$ cat src/design/spq_pkg.sv
package spq_pkg;

   localparam int CAPACITY_DEF = 16;
   localparam int TAG_BITS_DEF = 16;
   localparam int KEY_BITS     = 32;
   localparam int STATUS_BITS  = 2;

   typedef enum logic {
      KIND_INSERT = 1'b0,
      KIND_REMOVE = 1'b1
   } kind_type;

   typedef enum logic [STATUS_BITS-1:0] {
      STATUS_OK    = 2'd0,
      STATUS_FULL  = 2'd1,
      STATUS_EMPTY = 2'd2
   } status_type;

   // controller -> datapath
   typedef struct packed {
      logic       insert;
      logic       remove;
      logic       load_rsp;
      logic       cfg_write;
      status_type status;
   } cmd_type;

   // datapath -> controller
   typedef struct packed {
      logic full;
      logic empty;
   } dp_stat_type;

endpackage

$ cat src/design/spq_if.sv
interface spq_req_if #(
   parameter int TAG_BITS = spq_pkg::TAG_BITS_DEF
);
   logic                              valid;
   logic                              ready;
   logic                              kind;
   logic signed [spq_pkg::KEY_BITS-1:0] key;
   logic [TAG_BITS-1:0]               tag;

   modport source (output valid, output kind, output key, output tag, input ready);
   modport sink   (input valid, input kind, input key, input tag, output ready);
endinterface

interface spq_rsp_if #(
   parameter int TAG_BITS  = spq_pkg::TAG_BITS_DEF,
   parameter int COUNT_BITS = $clog2(spq_pkg::CAPACITY_DEF + 1)
);
   logic                                  valid;
   logic                                  ready;
   logic signed [spq_pkg::KEY_BITS-1:0]   front_key;
   logic [TAG_BITS-1:0]                   front_tag;
   logic [COUNT_BITS-1:0]                 entry_count;
   logic                                  is_empty;
   logic [spq_pkg::STATUS_BITS-1:0]       status;

   modport source (output valid, output front_key, output front_tag, output entry_count,
                   output is_empty, output status, input ready);
   modport sink   (input valid, input front_key, input front_tag, input entry_count,
                   input is_empty, input status, output ready);
endinterface

interface spq_csr_if;
   logic valid;
   logic ready;
   logic data;

   modport source (output valid, output data, input ready);
   modport sink   (input valid, input data, output ready);
endinterface

$ cat src/design/spq_ctrl.sv
module spq_ctrl (
   input  logic                 clock,
   input  logic                 reset,
   input  logic                 req_valid,
   input  logic                 req_kind,
   output logic                 req_ready,
   output logic                 rsp_valid,
   input  logic                 rsp_ready,
   input  logic                 csr_valid,
   output logic                 csr_ready,
   input  spq_pkg::dp_stat_type stat,
   output spq_pkg::cmd_type     cmd
);

   typedef enum logic [1:0] {
      ST_IDLE = 2'b01,
      ST_HOLD = 2'b10
   } state_type;

   state_type state_ff, state_in;
   logic      accept;
   logic      is_insert;

   assign req_ready = (state_ff == ST_IDLE) || rsp_ready;
   assign rsp_valid = (state_ff == ST_HOLD);
   assign csr_ready = 1'b1;
   assign accept    = req_valid && req_ready;
   assign is_insert = (spq_pkg::kind_type'(req_kind) == spq_pkg::KIND_INSERT);

   always_comb begin
      cmd           = '0;
      cmd.status    = spq_pkg::STATUS_OK;
      cmd.cfg_write = csr_valid;
      cmd.load_rsp  = accept;
      if (accept) begin
         if (is_insert) begin
            if (stat.full) begin
               cmd.status = spq_pkg::STATUS_FULL;
            end else begin
               cmd.insert = 1'b1;
            end
         end else begin
            if (stat.empty) begin
               cmd.status = spq_pkg::STATUS_EMPTY;
            end else begin
               cmd.remove = 1'b1;
            end
         end
      end
   end

   always_comb begin
      state_in = state_ff;
      case (state_ff)
         ST_IDLE: begin
            if (accept) state_in = ST_HOLD;
         end
         ST_HOLD: begin
            if (!accept && rsp_ready) state_in = ST_IDLE;
         end
         default: state_in = ST_IDLE;
      endcase
   end

   always_ff @(posedge clock) begin
      if (reset) begin
         state_ff <= ST_IDLE;
      end else begin
         state_ff <= state_in;
      end
   end

`ifndef SYNTHESIS
   a_no_full_insert: assert property (@(posedge clock) disable iff (reset)
      (accept && is_insert && stat.full) |-> !cmd.insert)
      else $error("insert issued on a full queue");

   a_one_op: assert property (@(posedge clock) disable iff (reset)
      !(cmd.insert && cmd.remove))
      else $error("insert and remove together");

   a_hold_until_taken: assert property (@(posedge clock) disable iff (reset)
      (rsp_valid && !rsp_ready) |=> rsp_valid)
      else $error("result dropped before it was taken");

   a_accept_gives_rsp: assert property (@(posedge clock) disable iff (reset)
      accept |=> rsp_valid)
      else $error("accepted item gave no result");
`endif

endmodule

$ cat src/design/spq_datapath.sv
module spq_datapath #(
   parameter int CAPACITY   = spq_pkg::CAPACITY_DEF,
   parameter int TAG_BITS   = spq_pkg::TAG_BITS_DEF,
   parameter int COUNT_BITS = $clog2(CAPACITY + 1)
) (
   input  logic                                clock,
   input  logic                                reset,
   input  spq_pkg::cmd_type                    cmd,
   output spq_pkg::dp_stat_type                stat,
   input  logic signed [spq_pkg::KEY_BITS-1:0] new_key,
   input  logic [TAG_BITS-1:0]                 new_tag,
   input  logic                                cfg_data,
   output logic signed [spq_pkg::KEY_BITS-1:0] front_key,
   output logic [TAG_BITS-1:0]                 front_tag,
   output logic [COUNT_BITS-1:0]               entry_count,
   output logic                                is_empty,
   output logic [spq_pkg::STATUS_BITS-1:0]     status
);

   localparam logic [COUNT_BITS-1:0] FULL_COUNT = COUNT_BITS'(CAPACITY);

   logic signed [spq_pkg::KEY_BITS-1:0] key_ff [CAPACITY];
   logic signed [spq_pkg::KEY_BITS-1:0] key_in [CAPACITY];
   logic [TAG_BITS-1:0]                 tag_ff [CAPACITY];
   logic [TAG_BITS-1:0]                 tag_in [CAPACITY];
   logic [CAPACITY-1:0]                 ahead;
   logic [CAPACITY-1:0]                 lead;
   logic [COUNT_BITS-1:0]               count_ff, count_in;
   logic                                order_ff;

   logic signed [spq_pkg::KEY_BITS-1:0] front_key_ff;
   logic [TAG_BITS-1:0]                 front_tag_ff;
   logic [COUNT_BITS-1:0]               entry_count_ff;
   logic                                is_empty_ff;
   logic [spq_pkg::STATUS_BITS-1:0]     status_ff;

   assign stat.full  = (count_ff == FULL_COUNT);
   assign stat.empty = (count_ff == '0);

   // held entries need not be in the current mode's order, so only the
   // unbroken run of ahead cells from the front stays in place
   always_comb begin
      lead[0] = ahead[0];
      for (int j = 1; j < CAPACITY; j++) begin
         lead[j] = lead[j-1] && ahead[j];
      end
   end

   // each cell: does its held entry stay ahead of the incoming one
   for (genvar i = 0; i < CAPACITY; i++) begin : g_cell
      always_comb begin
         if (order_ff) begin
            ahead[i] = (COUNT_BITS'(i) < count_ff) && (key_ff[i] > new_key);
         end else begin
            ahead[i] = (COUNT_BITS'(i) < count_ff) && (key_ff[i] < new_key);
         end
      end

      if (i == 0) begin : g_head
         always_comb begin
            key_in[i] = key_ff[i];
            tag_in[i] = tag_ff[i];
            if (cmd.insert && !lead[i]) begin
               key_in[i] = new_key;
               tag_in[i] = new_tag;
            end else if (cmd.remove) begin
               key_in[i] = key_ff[i+1];
               tag_in[i] = tag_ff[i+1];
            end
         end
      end else if (i == CAPACITY - 1) begin : g_tail
         always_comb begin
            key_in[i] = key_ff[i];
            tag_in[i] = tag_ff[i];
            if (cmd.insert && !lead[i]) begin
               key_in[i] = lead[i-1] ? new_key : key_ff[i-1];
               tag_in[i] = lead[i-1] ? new_tag : tag_ff[i-1];
            end
         end
      end else begin : g_mid
         always_comb begin
            key_in[i] = key_ff[i];
            tag_in[i] = tag_ff[i];
            if (cmd.insert && !lead[i]) begin
               key_in[i] = lead[i-1] ? new_key : key_ff[i-1];
               tag_in[i] = lead[i-1] ? new_tag : tag_ff[i-1];
            end else if (cmd.remove) begin
               key_in[i] = key_ff[i+1];
               tag_in[i] = tag_ff[i+1];
            end
         end
      end
   end

   always_comb begin
      count_in = count_ff;
      if (cmd.insert) begin
         count_in = count_ff + COUNT_BITS'(1);
      end else if (cmd.remove) begin
         count_in = count_ff - COUNT_BITS'(1);
      end
   end

   always_ff @(posedge clock) begin
      if (reset) begin
         count_ff <= '0;
         order_ff <= 1'b0;
      end else begin
         count_ff <= count_in;
         if (cmd.cfg_write) order_ff <= cfg_data;
      end
   end

   always_ff @(posedge clock) begin
      for (int i = 0; i < CAPACITY; i++) begin
         key_ff[i] <= key_in[i];
         tag_ff[i] <= tag_in[i];
      end
   end

   // result is taken from the post-operation front cell
   always_ff @(posedge clock) begin
      if (cmd.load_rsp) begin
         front_key_ff   <= (count_in == '0) ? '0 : key_in[0];
         front_tag_ff   <= (count_in == '0) ? '0 : tag_in[0];
         entry_count_ff <= count_in;
         is_empty_ff    <= (count_in == '0);
         status_ff      <= cmd.status;
      end
   end

   assign front_key   = front_key_ff;
   assign front_tag   = front_tag_ff;
   assign entry_count = entry_count_ff;
   assign is_empty    = is_empty_ff;
   assign status      = status_ff;

endmodule

$ cat src/design/sorted_priority_queue.sv
// Channel  Dir  Handshake     Payload
// req_bus  in   valid/ready   kind, key, tag
// rsp_bus  out  valid/ready   front_key, front_tag, entry_count, is_empty, status
// csr_bus  in   valid/ready   data (order_mode)
//
// One item per cycle while no result waits or rsp_bus.ready is high: every cell
// compares against the new key at once and shifts in the same edge, so the
// result is registered the cycle after accept.
// Reset (synchronous) empties the queue and clears order_mode; no clearing pass.
// csr_bus is always ready.
module sorted_priority_queue #(
   parameter int CAPACITY = spq_pkg::CAPACITY_DEF,
   parameter int TAG_BITS = spq_pkg::TAG_BITS_DEF
) (
   input logic       clock,
   input logic       reset,
   spq_req_if.sink   req_bus,
   spq_rsp_if.source rsp_bus,
   spq_csr_if.sink   csr_bus
);

   localparam int COUNT_BITS = $clog2(CAPACITY + 1);

   spq_pkg::cmd_type     cmd;
   spq_pkg::dp_stat_type stat;

   spq_ctrl u_ctrl (
      .clock     (clock),
      .reset     (reset),
      .req_valid (req_bus.valid),
      .req_kind  (req_bus.kind),
      .req_ready (req_bus.ready),
      .rsp_valid (rsp_bus.valid),
      .rsp_ready (rsp_bus.ready),
      .csr_valid (csr_bus.valid),
      .csr_ready (csr_bus.ready),
      .stat      (stat),
      .cmd       (cmd)
   );

   spq_datapath #(
      .CAPACITY   (CAPACITY),
      .TAG_BITS   (TAG_BITS),
      .COUNT_BITS (COUNT_BITS)
   ) u_datapath (
      .clock       (clock),
      .reset       (reset),
      .cmd         (cmd),
      .stat        (stat),
      .new_key     (req_bus.key),
      .new_tag     (req_bus.tag),
      .cfg_data    (csr_bus.data),
      .front_key   (rsp_bus.front_key),
      .front_tag   (rsp_bus.front_tag),
      .entry_count (rsp_bus.entry_count),
      .is_empty    (rsp_bus.is_empty),
      .status      (rsp_bus.status)
   );

endmodule
$ cat src/flat_wrapper.sv
// flat-port wrapper written by rule: the top's interface ports become plain ports
module sorted_priority_queue_flat 
#(
   parameter int CAPACITY = spq_pkg::CAPACITY_DEF,
   parameter int TAG_BITS = spq_pkg::TAG_BITS_DEF
)
  (clock, reset, req_bus_valid, req_bus_kind, req_bus_key, req_bus_tag, req_bus_ready, rsp_bus_valid, rsp_bus_front_key, rsp_bus_front_tag, rsp_bus_entry_count, rsp_bus_is_empty, rsp_bus_status, rsp_bus_ready, csr_bus_valid, csr_bus_data, csr_bus_ready);
  spq_req_if #(.TAG_BITS(TAG_BITS)) req_bus_i ();
  spq_rsp_if #(.TAG_BITS(TAG_BITS)) rsp_bus_i ();
  spq_csr_if csr_bus_i ();
  input logic clock;
  input logic reset;
  input wire logic [$bits(req_bus_i.valid)-1:0] req_bus_valid;
  input wire logic [$bits(req_bus_i.kind)-1:0] req_bus_kind;
  input wire logic [$bits(req_bus_i.key)-1:0] req_bus_key;
  input wire logic [$bits(req_bus_i.tag)-1:0] req_bus_tag;
  output wire logic [$bits(req_bus_i.ready)-1:0] req_bus_ready;
  output wire logic [$bits(rsp_bus_i.valid)-1:0] rsp_bus_valid;
  output wire logic [$bits(rsp_bus_i.front_key)-1:0] rsp_bus_front_key;
  output wire logic [$bits(rsp_bus_i.front_tag)-1:0] rsp_bus_front_tag;
  output wire logic [$bits(rsp_bus_i.entry_count)-1:0] rsp_bus_entry_count;
  output wire logic [$bits(rsp_bus_i.is_empty)-1:0] rsp_bus_is_empty;
  output wire logic [$bits(rsp_bus_i.status)-1:0] rsp_bus_status;
  input wire logic [$bits(rsp_bus_i.ready)-1:0] rsp_bus_ready;
  input wire logic [$bits(csr_bus_i.valid)-1:0] csr_bus_valid;
  input wire logic [$bits(csr_bus_i.data)-1:0] csr_bus_data;
  output wire logic [$bits(csr_bus_i.ready)-1:0] csr_bus_ready;
  assign req_bus_i.valid = req_bus_valid;
  assign req_bus_i.kind = req_bus_kind;
  assign req_bus_i.key = req_bus_key;
  assign req_bus_i.tag = req_bus_tag;
  assign req_bus_ready = req_bus_i.ready;
  assign rsp_bus_valid = rsp_bus_i.valid;
  assign rsp_bus_front_key = rsp_bus_i.front_key;
  assign rsp_bus_front_tag = rsp_bus_i.front_tag;
  assign rsp_bus_entry_count = rsp_bus_i.entry_count;
  assign rsp_bus_is_empty = rsp_bus_i.is_empty;
  assign rsp_bus_status = rsp_bus_i.status;
  assign rsp_bus_i.ready = rsp_bus_ready;
  assign csr_bus_i.valid = csr_bus_valid;
  assign csr_bus_i.data = csr_bus_data;
  assign csr_bus_ready = csr_bus_i.ready;
  sorted_priority_queue #(.CAPACITY(CAPACITY), .TAG_BITS(TAG_BITS)) u_core (.clock(clock), .reset(reset), .req_bus(req_bus_i), .rsp_bus(rsp_bus_i), .csr_bus(csr_bus_i));
endmodule
$ cat config.mk
export PLATFORM = sky130hd
export DESIGN_NAME = sorted_priority_queue_flat
export DESIGN_NICKNAME = d
export VERILOG_FILES = /design/src/design/spq_pkg.sv /design/src/design/spq_if.sv /design/src/design/spq_ctrl.sv /design/src/design/spq_datapath.sv /design/src/design/sorted_priority_queue.sv /design/src/flat_wrapper.sv
export SDC_FILE = /design/constraint.sdc
export NUM_CORES = 2
export LEC_CHECK = 0
export ABC_AREA = 1
export BUFFER_PORTS_ARGS = -buffer_cell sky130_fd_sc_hd__buf_2
export CORE_UTILIZATION = 55
export CTS_CLUSTER_DIAMETER = 200
export DETAILED_ROUTE_END_ITERATION = 8
export GPL_TIMING_DRIVEN = 0
export PLACE_DENSITY = 0.71
export SLEW_MARGIN = 20
export SYNTH_ARGS = -nofsm -noshare
export SYNTH_HDL_FRONTEND = slang
export SYNTH_SLANG_ARGS = --single-unit
$ cat constraint.sdc
create_clock -name clock -period 12.99 [get_ports clock]
set_input_delay 1.299 -clock clock [delete_from_list [all_inputs] [get_ports clock]]
set_output_delay 1.299 -clock clock [all_outputs]
set_load 0.01 [all_outputs]
==> impl_metrics.env <==
export IMPL_status="finished, final reports clean"
export IMPL_antenna_found_initial=2
export IMPL_grt_pass1_wl_mm=243.8
export IMPL_diodes=0
export IMPL_setup_violations=0
export IMPL_drv_slew=0
export IMPL_ys_seq_elements=832
export IMPL_cts_tree="yes"
export IMPL_worstPathMaxFanout=33
export IMPL_ant_nets=0
export IMPL_min_path_type="reg -> reg"
export IMPL_routedWlPerCell_um=20.80
export IMPL_cts_resized_gates=0
export IMPL_hold_buffers=0
export IMPL_layout_min_cycle_time_ps=7291
export IMPL_syn_nets=6871
export IMPL_ys_seq_area_share_pct=46.30
export IMPL_area_growth_pct=10.43
export IMPL_synth_flop_cell="edfxtp_1"
export IMPL_fp_dieArea_um2=97160
export IMPL_clock_latency_ps=680
export IMPL_cp_arrival_ps=7700
export IMPL_drc=0
export IMPL_rows=113
export IMPL_relSlewSlack_pct=25.81
export IMPL_cp_required_ps=13400
export IMPL_finalHoldViolations=0
export IMPL_drv_cap=0
export IMPL_grt_setup_unrepaired="no"
export IMPL_cp_start_kind="primary input"
export IMPL_io_buffer_count=112
export IMPL_critPathCaptureType="flip-flop"
export IMPL_synthCells=6301
export IMPL_layout_drive_gt1_share_pct=5.181
export IMPL_post_route_period_util_pct=56.12
export IMPL_max_freq_mhz=137.2
export IMPL_postPlaceCellArea_um2=55390
export IMPL_vias=45855
export IMPL_met3_usage_pct=3.800
export IMPL_grt_busiest_layer="met2"
export IMPL_start_util_pct=55.52
export IMPL_path_clk_slew_ps=60
export IMPL_drt_vias_per_instance=5.830
export IMPL_grt_pass1_vias=42531
export IMPL_num_fill_cells=8507
export IMPL_yosysWarnings=0
export IMPL_place_hpwl_mm=134.3
export IMPL_cts_made_buffers=92
export IMPL_use_met2_pct=53.34
export IMPL_ys_types=52
export IMPL_crit_type="in -> reg"
export IMPL_ir_worst_vdd_mv=0.1522
export IMPL_track_usage_pct=33.00
export IMPL_postCtsSetupRepairBufs=0
export IMPL_clockRootBuffer="clkbuf_16"
export IMPL_clock_path_buffers=3
export IMPL_p_leak_uw=0.02472
export IMPL_final_nets=7095
export IMPL_skew_ps=25.08
export IMPL_die_x_um=311.7
export IMPL_async_flop_share_pct=0
export IMPL_grt_met1_usage_pct=44.30
export IMPL_overflow=0
export IMPL_io_pins=114
export IMPL_fp_dieH_um=311.7
export IMPL_cts_max_level=3
export IMPL_core_area_um2=95010
export IMPL_worst_pin_slew_ps=1112
export IMPL_synth_edf_count=776
export IMPL_cts_sinks=832
export IMPL_grt_max_degree=51
export IMPL_design_area_um2=58250
export IMPL_syn_area_per_cell_um2=8.372
export IMPL_first_pass_iters=6
export IMPL_gp_congestion=0.9997
export IMPL_p_per_area_nw_per_um2=161.1
export IMPL_netlist_area_um2=52750
export IMPL_drt_iter0_markers=5243
export IMPL_tns_ps=0
export IMPL_routed_wirelength_mm=163.6
Yosys cell counts, types with 3 or more instances:
cell type / instances / share of area [%]
a21oi_1: 255 / 2.4
clkinv_1: 3 / 0.021
clkbuf_1: 310 / 2.2
nand2_1: 2098 / 15
a31oi_1: 278 / 3.3
o21ai_1: 64 / 0.61
a21o_1: 4 / 0.057
nand3_1: 114 / 1.1
o2111ai_1: 4 / 0.066
buf_1: 21 / 0.15
dfxtp_1: 56 / 2.1
nor2_1: 438 / 3.1
o21bai_1: 5 / 0.071
o21ai_0: 657 / 6.2
xor2_1: 4 / 0.066
inv_2: 3 / 0.021
buf_4: 9 / 0.13
nor3_1: 17 / 0.16
a211oi_1: 12 / 0.17
ha_1: 515 / 12
nor2_4: 4 / 0.085
inv_1: 356 / 2.5
nor4_1: 18 / 0.21
a221oi_1: 5 / 0.083
buf_2: 33 / 0.31
edfxtp_1: 776 / 44
nand4_1: 45 / 0.53
o211ai_1: 134 / 1.9
o221ai_1: 5 / 0.083
o21a_1: 25 / 0.36
nand3b_1: 3 / 0.043
state kept, by name, summed over array words and instances (netlist names):
register,flops
u_core.u_datapath.key_ff,512
u_core.u_datapath.tag_ff,256
u_core.u_datapath.front_key,32
u_core.u_datapath.front_tag,16
u_core.u_datapath.count_ff,5
u_core.u_datapath.entry_count,5
u_core.u_ctrl.state_ff,2
u_core.u_datapath.status,2
u_core.u_datapath.is_empty,1
u_core.u_datapath.order_ff,1
worst max-delay path, stage by stage:
cell,delay (ps)
buf_2,150
inv_1,780
ha_1,430
nand2_1,90
inv_1,40
nor2_1,120
o21a_1,140
nand2_1,50
a21oi_1,250
nand3_1,120
nand3_1,110
nand3_2,250
nor2_4,360
nand4_4,300
nor3_4,540
nand4_2,500
nor2_4,320
nand2_1,270
nand2_1,360
buf_2,350
buf_4,230
nand2_2,250
buf_12,290
cell families (layout without fill, tap and decap cells):
| kind of cell | after synthesis | after routing | share of synthesized area, % |
|---|---|---|---|
| xor gates and xnor gates | 5 | 5 | 0.08301 |
| DFF | 832 | 832 | 46.30 |
| other | 1 | 1 | 0.007109 |
| AOI/OAI and AO/OA | 1457 | 1457 | 15.49 |
| buffers and inverters | 736 | 1036 | 5.393 |
| and+or+nand+nor | 2755 | 2755 | 20.52 |
| adders and majority gates | 515 | 515 | 12.21 |
area by class of cell:
cell class | instances | area, um^2 | area share, %
clock inverters | 47 | 265.3 | 0.4553
well taps | 1265 | 1583 | 2.717
clock buffers | 123 | 2594 | 4.453
multi-input cells | 4733 | 25570 | 43.89
flip-flops and latches | 832 | 24420 | 41.93
repair buffers | 130 | 968.4 | 1.662
plain buffers | 374 | 1490 | 2.558
inverters | 362 | 1361 | 2.337
worst paths after layout:
check	start	endpoint	slack (ps)	cells past startpoint
worst max-delay path	req_bus_key[31]	u_core.u_datapath.tag_ff[1][56]	5700	23
worst min register to register	u_core.u_datapath.tag_ff[1][116]	u_core.u_datapath.tag_ff[1][100]	510	2
worst max register to register	u_core.u_datapath.key_ff[0][223]	u_core.u_datapath.tag_ff[1][56]	6780	20
worst min-delay path	u_core.u_datapath.tag_ff[1][116]	u_core.u_datapath.tag_ff[1][100]	510	2
through the flow:
stage | worst slack, ps | util, % | power (uW) | instances | hold WS [ps]
finish | 5699 | 61.31 | 9384 | 7866 | 512.5
global route | 5474 | 61.31 | 9884 | 7866 | 530.9
CTS | 5758 | 61.31 | 9333 | 7866 | 515.0
detailed placement | 5063 | 58.30 | 6828 | 7696 | 512.7
global placement | 2325 | 57.78 | 6690 | 7678 | 496.9
floorplan | 5356 | - | 5883 | 6301 | 494.4
power by group:
| part | switching, uW | total [uW] | internal [uW] |
|---|---|---|---|
| sequential | 376 | 4110 | 3740 |
| combinational | 1800 | 2740 | 943 |
| clock | 1110 | 2530 | 1420 |
| total | 3290 | 9380 | 6100 |
routing by layer:
layer	vias up	share of wire (%)
met1	21096	42
met2	2067	45
met4	0	5.1
met5	-	0
met3	336	8.2
li1	22356	-
layout by cell type (no fill, tap or decap), types with 25 or more instances in the layout:
master / count
nand4_1: 45
buf_2: 145
nand2_1: 2089
clkbuf_16: 96
inv_1: 354
nand3_1: 114
a21oi_1: 255
a31oi_1: 278
nor2_1: 438
o211ai_1: 134
o21a_1: 25
o21ai_1: 64
o21ai_0: 652
dfxtp_1: 56
clkbuf_1: 325
ha_1: 515
edfxtp_1: 776
clkinv_1: 26
Note: power is estimated with default switching activity, not from simulation.
